--- config.mk ---
export PLATFORM = sky130hd
export DESIGN_NAME = message_frame_parser_core_flat
export DESIGN_NICKNAME = d
export VERILOG_FILES = /design/src/rtl/mfp_pkg.sv /design/src/rtl/mfp_stream_if.sv /design/src/rtl/mfp_front.sv /design/src/rtl/mfp_queue.sv /design/src/rtl/mfp_back.sv /design/src/rtl/message_frame_parser_core.sv /design/src/flat_wrapper.sv
export SDC_FILE = /design/constraint.sdc
export NUM_CORES = 1
export LEC_CHECK = 0
export ABC_AREA = 1
export BUFFER_PORTS_ARGS = -buffer_cell sky130_fd_sc_hd__buf_2
export CAP_MARGIN = 20
export CORE_AREA = 2 2 280 310
export DETAILED_ROUTE_END_ITERATION = 8
export DIE_AREA = 0 0 282 312
export GPL_TIMING_DRIVEN = 0
export PLACE_DENSITY_LB_ADDON = 0.15
export SKIP_CTS_REPAIR_TIMING = 1
export SLEW_MARGIN = 20
export SYNTH_ARGS = -nofsm -noshare
export SYNTH_HDL_FRONTEND = slang
export SYNTH_SLANG_ARGS = --single-unit
--- constraint.sdc ---
create_clock -name i_clk -period 9.05 [get_ports i_clk]
set_input_delay 0 -clock i_clk [delete_from_list [all_inputs] [get_ports i_clk]]
set_output_delay 0 -clock i_clk [all_outputs]
set_load 0.05 [all_outputs]
--- src/rtl/mfp_pkg.sv ---
// Shared types and constants for the message frame parser.
// No dependencies; all other files but mfp_stream_if import this package.
package mfp_pkg;

    localparam int HEADER_BYTES = 24;
    localparam int HDR_CNT_W    = $clog2(HEADER_BYTES);
    localparam logic [HDR_CNT_W-1:0] HDR_LAST_IDX = HDR_CNT_W'(HEADER_BYTES - 1);

    // result kinds
    localparam logic [1:0] KIND_HEADER = 2'd0;
    localparam logic [1:0] KIND_BYTE   = 2'd1;
    localparam logic [1:0] KIND_ERROR  = 2'd2;

    // result status codes
    localparam logic [2:0] ST_OK            = 3'd0;
    localparam logic [2:0] ST_SHORT_HEADER  = 3'd1;
    localparam logic [2:0] ST_BAD_MAGIC     = 3'd2;
    localparam logic [2:0] ST_BAD_VERSION   = 3'd3;
    localparam logic [2:0] ST_BAD_TYPE      = 3'd4;
    localparam logic [2:0] ST_TOO_LONG      = 3'd5;
    localparam logic [2:0] ST_SHORT_PAYLOAD = 3'd6;

    // configuration register indexes
    localparam logic [2:0] CFG_MAGIC   = 3'd0;
    localparam logic [2:0] CFG_VERSION = 3'd1;
    localparam logic [2:0] CFG_TYPE_LO = 3'd2;
    localparam logic [2:0] CFG_TYPE_HI = 3'd3;
    localparam logic [2:0] CFG_LIMIT   = 3'd4;

    typedef enum logic [2:0] {
        PH_HEADER  = 3'b001,
        PH_PAYLOAD = 3'b010,
        PH_DISCARD = 3'b100
    } t_phase;

    typedef struct packed {
        logic [7:0] in_byte;
        logic       buffer_end;
    } t_in_item;

    typedef struct packed {
        logic [1:0]  kind;
        logic [7:0]  out_byte;
        logic [15:0] msg_type;
        logic [31:0] seq_number;
        logic [31:0] tick_value;
        logic [31:0] ack_value;
        logic [31:0] payload_len;
        logic [2:0]  status;
        logic        last;
    } t_out_item;

    // one queued action: a result, optionally followed by a short payload error
    typedef struct packed {
        t_out_item item;
        logic      short_err;
    } t_entry;

    typedef struct packed {
        logic   valid;
        t_entry entry;
    } t_qport;

endpackage

--- src/rtl/mfp_stream_if.sv ---
// Valid/ready stream channel carrying one payload struct per beat.
// Payload type is a parameter; types come from mfp_pkg.
interface mfp_stream_if #(
    parameter type T = logic
);
    logic valid;
    logic ready;
    T     data;

    modport source (output valid, output data, input ready);
    modport sink   (input valid, input data, output ready);
endinterface

--- src/rtl/mfp_front.sv ---
// Front end: accepts bytes, collects and checks the header, tracks payload.
// Pushes one action per result-producing beat into the queue. Uses mfp_pkg.
module mfp_front (
    input  logic                  i_clk,
    input  logic                  i_rst_n,
    mfp_stream_if.sink            i_in,
    input  logic                  i_cfg_we,
    input  logic [2:0]            i_cfg_idx,
    input  logic [31:0]           i_cfg_wdata,
    input  logic                  i_full,
    output mfp_pkg::t_qport       o_push
);
    import mfp_pkg::*;

    logic [31:0] r_magic;
    logic [15:0] r_version;
    logic [15:0] r_type_lo;
    logic [15:0] r_type_hi;
    logic [31:0] r_limit;

    t_phase                r_phase, n_phase;
    logic [HDR_CNT_W-1:0]  r_count, n_count;
    logic [31:0]           r_left, n_left;
    logic [7:0]            r_hdr [HEADER_BYTES-1];

    logic        w_accept;
    logic        w_hdr_wr;
    logic [31:0] w_left_dec;
    logic [31:0] w_magic, w_len, w_seq, w_tick, w_ack;
    logic [15:0] w_ver, w_type;
    logic [2:0]  w_status;
    t_in_item    w_in;

    assign w_in       = i_in.data;
    assign i_in.ready = !i_full;
    assign w_accept   = i_in.valid && !i_full;
    assign w_left_dec = r_left - 32'd1;

    assign w_magic = {r_hdr[3], r_hdr[2], r_hdr[1], r_hdr[0]};
    assign w_ver   = {r_hdr[5], r_hdr[4]};
    assign w_type  = {r_hdr[7], r_hdr[6]};
    assign w_len   = {r_hdr[11], r_hdr[10], r_hdr[9], r_hdr[8]};
    assign w_seq   = {r_hdr[15], r_hdr[14], r_hdr[13], r_hdr[12]};
    assign w_tick  = {r_hdr[19], r_hdr[18], r_hdr[17], r_hdr[16]};
    // final header byte is still on the input
    assign w_ack   = {w_in.in_byte, r_hdr[22], r_hdr[21], r_hdr[20]};

    always_comb begin
        if (w_magic != r_magic) begin
            w_status = ST_BAD_MAGIC;
        end else if (w_ver != r_version) begin
            w_status = ST_BAD_VERSION;
        end else if (w_type < r_type_lo || w_type > r_type_hi) begin
            w_status = ST_BAD_TYPE;
        end else if (w_len > r_limit) begin
            w_status = ST_TOO_LONG;
        end else begin
            w_status = ST_OK;
        end
    end

    always_comb begin
        n_phase  = r_phase;
        n_count  = r_count;
        n_left   = r_left;
        w_hdr_wr = 1'b0;
        o_push   = '0;
        if (w_accept) begin
            case (r_phase)
                PH_DISCARD: begin
                    if (w_in.buffer_end) begin
                        n_phase = PH_HEADER;
                    end
                end
                PH_PAYLOAD: begin
                    n_left                         = w_left_dec;
                    o_push.valid                   = 1'b1;
                    o_push.entry.item.kind         = KIND_BYTE;
                    o_push.entry.item.out_byte     = w_in.in_byte;
                    if (w_left_dec == 32'd0) begin
                        o_push.entry.item.last = 1'b1;
                        n_phase                = PH_HEADER;
                    end else if (w_in.buffer_end) begin
                        o_push.entry.short_err = 1'b1;
                        n_phase                = PH_HEADER;
                    end
                end
                default: begin
                    n_phase = PH_HEADER;
                    if (r_count != HDR_LAST_IDX) begin
                        w_hdr_wr = 1'b1;
                        if (w_in.buffer_end) begin
                            n_count                  = '0;
                            o_push.valid             = 1'b1;
                            o_push.entry.item.kind   = KIND_ERROR;
                            o_push.entry.item.status = ST_SHORT_HEADER;
                            o_push.entry.item.last   = 1'b1;
                        end else begin
                            n_count = r_count + 1'b1;
                        end
                    end else begin
                        n_count      = '0;
                        o_push.valid = 1'b1;
                        if (w_status != ST_OK) begin
                            o_push.entry.item.kind   = KIND_ERROR;
                            o_push.entry.item.status = w_status;
                            o_push.entry.item.last   = 1'b1;
                            n_phase = w_in.buffer_end ? PH_HEADER : PH_DISCARD;
                        end else begin
                            o_push.entry.item.kind        = KIND_HEADER;
                            o_push.entry.item.msg_type    = w_type;
                            o_push.entry.item.seq_number  = w_seq;
                            o_push.entry.item.tick_value  = w_tick;
                            o_push.entry.item.ack_value   = w_ack;
                            o_push.entry.item.payload_len = w_len;
                            if (w_len == 32'd0) begin
                                o_push.entry.item.last = 1'b1;
                            end else if (w_in.buffer_end) begin
                                o_push.entry.short_err = 1'b1;
                            end else begin
                                n_phase = PH_PAYLOAD;
                                n_left  = w_len;
                            end
                        end
                    end
                end
            endcase
        end
    end

    always_ff @(posedge i_clk) begin
        if (!i_rst_n) begin
            r_phase   <= PH_HEADER;
            r_count   <= '0;
            r_left    <= '0;
            r_magic   <= '0;
            r_version <= '0;
            r_type_lo <= '0;
            r_type_hi <= '0;
            r_limit   <= '0;
        end else begin
            r_phase <= n_phase;
            r_count <= n_count;
            r_left  <= n_left;
            if (i_cfg_we) begin
                case (i_cfg_idx)
                    CFG_MAGIC:   r_magic   <= i_cfg_wdata;
                    CFG_VERSION: r_version <= i_cfg_wdata[15:0];
                    CFG_TYPE_LO: r_type_lo <= i_cfg_wdata[15:0];
                    CFG_TYPE_HI: r_type_hi <= i_cfg_wdata[15:0];
                    CFG_LIMIT:   r_limit   <= i_cfg_wdata;
                    default: ;
                endcase
            end
        end
    end

    // header bytes need no reset: each is written before the check reads it
    always_ff @(posedge i_clk) begin
        if (w_hdr_wr) begin
            r_hdr[r_count] <= w_in.in_byte;
        end
    end

endmodule

--- src/rtl/mfp_queue.sv ---
// Small action queue between the front end and the result stage.
// Register array with read and write pointers. Uses mfp_pkg.
module mfp_queue #(
    parameter int DEPTH = 4
) (
    input  logic            i_clk,
    input  logic            i_rst_n,
    input  mfp_pkg::t_qport i_push,
    input  logic            i_pop,
    output logic            o_full,
    output mfp_pkg::t_qport o_head
);
    import mfp_pkg::*;

    localparam int PW = (DEPTH > 1) ? $clog2(DEPTH) : 1;
    localparam int CW = $clog2(DEPTH + 1);

    t_entry          r_mem [DEPTH];
    logic [PW-1:0]   r_wr_ptr, r_rd_ptr;
    logic [CW-1:0]   r_count;
    logic            w_push, w_pop;

    assign o_full       = (r_count == CW'(DEPTH));
    assign w_push       = i_push.valid && !o_full;
    assign w_pop        = i_pop && (r_count != '0);
    assign o_head.valid = (r_count != '0);
    assign o_head.entry = r_mem[r_rd_ptr];

    always_ff @(posedge i_clk) begin
        if (!i_rst_n) begin
            r_wr_ptr <= '0;
            r_rd_ptr <= '0;
            r_count  <= '0;
        end else begin
            if (w_push) begin
                r_wr_ptr <= (r_wr_ptr == PW'(DEPTH - 1)) ? '0 : r_wr_ptr + 1'b1;
            end
            if (w_pop) begin
                r_rd_ptr <= (r_rd_ptr == PW'(DEPTH - 1)) ? '0 : r_rd_ptr + 1'b1;
            end
            if (w_push && !w_pop) begin
                r_count <= r_count + 1'b1;
            end else if (w_pop && !w_push) begin
                r_count <= r_count - 1'b1;
            end
        end
    end

    always_ff @(posedge i_clk) begin
        if (w_push) begin
            r_mem[r_wr_ptr] <= i_push.entry;
        end
    end

endmodule

--- src/rtl/mfp_back.sv ---
// Result stage: turns queued actions into output beats through a register.
// Adds the trailing short payload error when an action asks for it. Uses mfp_pkg.
module mfp_back (
    input  logic            i_clk,
    input  logic            i_rst_n,
    input  mfp_pkg::t_qport i_head,
    output logic            o_pop,
    mfp_stream_if.source    o_out
);
    import mfp_pkg::*;

    t_out_item r_out;
    logic      r_out_valid;
    logic      r_pend;
    logic      w_load;
    t_out_item w_err;

    always_comb begin
        w_err        = '0;
        w_err.kind   = KIND_ERROR;
        w_err.status = ST_SHORT_PAYLOAD;
        w_err.last   = 1'b1;
    end

    assign w_load      = !r_out_valid || o_out.ready;
    assign o_pop       = w_load && !r_pend && i_head.valid;
    assign o_out.valid = r_out_valid;
    assign o_out.data  = r_out;

    always_ff @(posedge i_clk) begin
        if (!i_rst_n) begin
            r_out_valid <= 1'b0;
            r_pend      <= 1'b0;
        end else if (w_load) begin
            if (r_pend) begin
                r_out_valid <= 1'b1;
                r_pend      <= 1'b0;
            end else begin
                r_out_valid <= i_head.valid;
                r_pend      <= i_head.valid && i_head.entry.short_err;
            end
        end
    end

    always_ff @(posedge i_clk) begin
        if (w_load) begin
            r_out <= r_pend ? w_err : i_head.entry.item;
        end
    end

endmodule

--- src/rtl/message_frame_parser_core.sv ---
// Top level of the length-prefixed frame parser: front end, queue, result stage.
// Depends on mfp_pkg, mfp_stream_if, mfp_front, mfp_queue and mfp_back.
//
//   port          dir   kind          beat content
//   i_in          in    valid/ready   in_byte, buffer_end
//   o_out         out   valid/ready   kind, out_byte, header fields, status, last
//   i_cfg_*       in    write only    5 registers, index 0..4, 32-bit data
//
// One input byte is taken per cycle while the queue has room.
// A byte gives zero, one or two result beats; the output register drains one
// beat per cycle while o_out is ready.
// The queue (QUEUE_DEPTH actions) absorbs output stalls; input stalls only
// when it is full. Results pass through the queue, then the output register.
// Reset is synchronous, active low, and clears phase, counters and config registers.
module message_frame_parser_core #(
    parameter int QUEUE_DEPTH = 4
) (
    input  logic         i_clk,
    input  logic         i_rst_n,
    mfp_stream_if.sink   i_in,
    mfp_stream_if.source o_out,
    input  logic         i_cfg_we,
    input  logic [2:0]   i_cfg_idx,
    input  logic [31:0]  i_cfg_wdata
);
    import mfp_pkg::*;

    t_qport w_push;
    t_qport w_head;
    logic   w_full;
    logic   w_pop;

    mfp_front u_front (
        .i_clk      (i_clk),
        .i_rst_n    (i_rst_n),
        .i_in       (i_in),
        .i_cfg_we   (i_cfg_we),
        .i_cfg_idx  (i_cfg_idx),
        .i_cfg_wdata(i_cfg_wdata),
        .i_full     (w_full),
        .o_push     (w_push)
    );

    mfp_queue #(
        .DEPTH(QUEUE_DEPTH)
    ) u_queue (
        .i_clk  (i_clk),
        .i_rst_n(i_rst_n),
        .i_push (w_push),
        .i_pop  (w_pop),
        .o_full (w_full),
        .o_head (w_head)
    );

    mfp_back u_back (
        .i_clk  (i_clk),
        .i_rst_n(i_rst_n),
        .i_head (w_head),
        .o_pop  (w_pop),
        .o_out  (o_out)
    );

endmodule

--- src/flat_wrapper.sv ---
// flat-port wrapper written by rule: the top's interface ports become plain ports
module message_frame_parser_core_flat import mfp_pkg::*;
#(
    parameter int QUEUE_DEPTH = 4
)
  (i_clk, i_rst_n, i_cfg_we, i_cfg_idx, i_cfg_wdata, i_in_valid, i_in_data, i_in_ready, o_out_valid, o_out_data, o_out_ready);
  mfp_stream_if #(.T(t_in_item)) i_in_i ();
  mfp_stream_if #(.T(t_out_item)) o_out_i ();
  input  logic i_clk;
  input  logic i_rst_n;
  input  logic i_cfg_we;
  input  logic [2:0] i_cfg_idx;
  input  logic [31:0] i_cfg_wdata;
  input wire logic [$bits(i_in_i.valid)-1:0] i_in_valid;
  input wire logic [$bits(i_in_i.data)-1:0] i_in_data;
  output wire logic [$bits(i_in_i.ready)-1:0] i_in_ready;
  output wire logic [$bits(o_out_i.valid)-1:0] o_out_valid;
  output wire logic [$bits(o_out_i.data)-1:0] o_out_data;
  input wire logic [$bits(o_out_i.ready)-1:0] o_out_ready;
  assign i_in_i.valid = i_in_valid;
  assign i_in_i.data = i_in_data;
  assign i_in_ready = i_in_i.ready;
  assign o_out_valid = o_out_i.valid;
  assign o_out_data = o_out_i.data;
  assign o_out_i.ready = o_out_ready;
  message_frame_parser_core #(.QUEUE_DEPTH(QUEUE_DEPTH)) u_core (.i_clk(i_clk), .i_rst_n(i_rst_n), .i_in(i_in_i), .o_out(o_out_i), .i_cfg_we(i_cfg_we), .i_cfg_idx(i_cfg_idx), .i_cfg_wdata(i_cfg_wdata));
endmodule
==> reports/summary.txt <==
Inst Count DP = 5304
CP startpoint kind = register
Largest net degree at the start of global routing = 89
Drt initial violations = 3172
Fin area = 53790 um^2
CTS clk-pin slew, worst paths = 0.06 ns
Full die area = 87980 um^2
Vias per inst = 5.574
Syn Inst Count = 3924
Buf/Inv on CP = 2
Diodes inserted = 0
Clock sink total = 1141
Part of the cycle the worst path needs = 38.79%
GR Overflow Total = 0
Placement Setup Slack = 5.519 ns
Delay of the slowest critical-path stage = 0.69 ns
Yosys top cell area share = 63.46%
Crit path DAT = 3.89 ns
Final hold slack = -0.1178 ns
Vias in the first global route = 29050
Hold crit path type = input pin to register
Die Y = 312 um
Clock Path Buffers = 3
Post-synthesis sequential area ratio = 70.51%
Area of the multi-input gates = 12000 um^2
Post-synth EDFFs = 978
Initial Util = 54.77%
CP Cell Sequence = ha_1 -> nand2_1 -> nor2_1 -> nand4_1 -> nor2_1 -> nand4_1 -> nand2_1 -> nand3_1 -> buf_2 -> clkbuf_1 -> nor3b_1
Pleak = 20.08 nW
Io pins = 209
Top cells by count, synth = edfxtp_1 (978), nor2_1 (927), o21ai_0 (459)
Die width = 282 um
Register area = 32630 um^2
Post-DP HPWL = 78.51 mm
Status = finished with violations
Count leader, synth = edfxtp_1
Final setup violation count = 0
Critical path class = register to register
Total Power = 15.77 mW
Nets = 4441
Core Region = 84500 um^2
Overall Global Routing Usage = 26.97%
GP Congestion = 0.9462
Final hold violation count = 9
Avg Cell Area, Syn = 11.79 um^2
Share of cells above drive strength 1 = 12.03%
Post-synthesis net count = 4049
Drt wl/cell = 21.59 um
Yosys reg bits = 1141
# rows = 112
Post-route ant nets = 0
Ys flop type = edfxtp_1
Max Clock Freq = 0.2849 GHz
Root Driver = clkbuf_16
Warning count from the yosys run = 0
Worst-margin pin slew = 1.150 ns
WP data required = 9.43 ns
Routed WL = 119.8 mm
Cell family with most CP delay = simple AND/OR/NAND/NOR gates
Port bufs = 207
Post-synth cell types = 49
CTS tree = done
H-tree levels = 3
Setup TNS = 0 ns
FFs w/ async S/R, synth = 0%
Residual DRC = 0
Clock skew = 0.03778 ns
Worst-Skew Late Latency = 0.69 ns
Worst path slowest cell = nor3b_1
Crit path max fanout = 10
Pwr/cell area = 293.2 nW/um^2
Area grow syn2layout = 16.22%
Peak VDD IR = 0.0002113 V
Final worst slack = 5.540 ns
Rel. slew slack = 23.36%
Synth Cell Area = 46280 um^2
Failing checks = hold timing
Area contributors post-synth = edfxtp_1 (63%), nor2_1 (7.5%), dfxtp_1 (7.1%)
Max-slew violation count = 0
Post-Place Cell Area = 49570 um^2
Filler Cells Inserted = 6431
RSZ-0062 raised after global routing = false
Detailed-route via count = 30920
Minimum clock period = 3.510 ns
Initial antenna violation count = 4
First-pass GRT wire length = 176.4 mm
DRT Pass-1 Iters = 6
Cell taking the most area after synthesis = edfxtp_1
Final std cells w/o fill = 5547
Total CTS buffers = 110
Core Util, Final = 63.65%
Crit end category = register
Max Cap Viol = 0
-- worst min-delay path, cell delays in order --
cell and delay (ns):
buf_2 0.09, nor2_1 0.05, nand3_1 0.16, o21ai_0 0.10, a21oi_1 0.11
-- logic make-up after synthesis --
logic type | synth area share, %
AOI/OAI and AO/OA | 8.538
xor gates and xnor gates | 1.154
adders and majority gates | 2.071
DFF | 70.51
and+or+nand+nor | 13.97
muxes | 0.1298
buffers and inverters | 3.628
-- state kept, by name, summed over array words and instances, names as in the netlist, 32 cells and up, named ones only --
| register | cells |
|---|---|
| u_core.u_front.r_limit | 32 |
| u_core.u_front.r_magic | 32 |
| u_core.u_back.o_out.data | 158 |
| u_core.u_queue.r_mem | 636 |
| u_core.u_front.r_left | 32 |
| u_core.u_front.r_hdr | 184 |
-- area by class of cell --
class                           count  area share (%)
Multi-Input combinational cell   2367           22.32
Buffer                            206           1.659
Tap cell                         1140           2.652
Inverter                          210           1.479
Timing Repair Buffer              280           4.136
Clock inverter                     69           1.614
Clock buffer                      134           5.478
Sequential cell                  1141           60.67
-- placed cells by master, fill, tap and decap left out, types with 75 or more instances in the layout --
cell type	n
edfxtp_1	978
nor2_1	923
o21ai_0	459
a21oi_1	292
nand2_1	249
buf_2	226
inv_1	196
clkbuf_1	167
dfxtp_1	163
clkbuf_16	113
nor3b_1	95
ha_1	75
-- report_power, final --
group	total (mW)	leakage (nW)	internal [mW]	switching (mW)
sequential	6.60	11.1	6.39	0.210
combinational	4.34	7.16	0.990	3.35
clock	4.83	1.85	2.88	1.95
total	15.8	20.1	10.3	5.51
-- metal layers --
metal | part of all wire [%] | vias to the layer above | wire, um | global-route usage, %
met1 | 40 | 14890 | 47640 | 35.98
li1 | - | 14480 | - | -
met3 | 8.0 | 248 | 9534 | 4.052
met2 | 49 | 1300 | 58390 | 44.86
met5 | 0 | - | 0 | 0
met4 | 3.5 | 0 | 4190 | 10.13
-- final timing paths --
check	startpoint	to	slack [ns]	cells after the start
setup / recovery	u_core.u_front.r_hdr[10][5]$_DFFE_PP_	u_core.u_queue.r_mem[0][132]$_DFFE_PP_	5.54	11
setup reg to reg	u_core.u_front.r_hdr[10][5]$_DFFE_PP_	u_core.u_queue.r_mem[0][132]$_DFFE_PP_	5.54	11
hold reg to reg	u_core.u_front.r_limit[0]$_SDFFE_PN0P_	u_core.u_front.r_limit[0]$_SDFFE_PN0P_	0.46	2
hold / removal	i_cfg_idx[2]	u_core.u_front.r_type_hi[1]$_SDFFE_PN0P_	-0.12	5
Note: power is estimated with default switching activity, not from simulation.
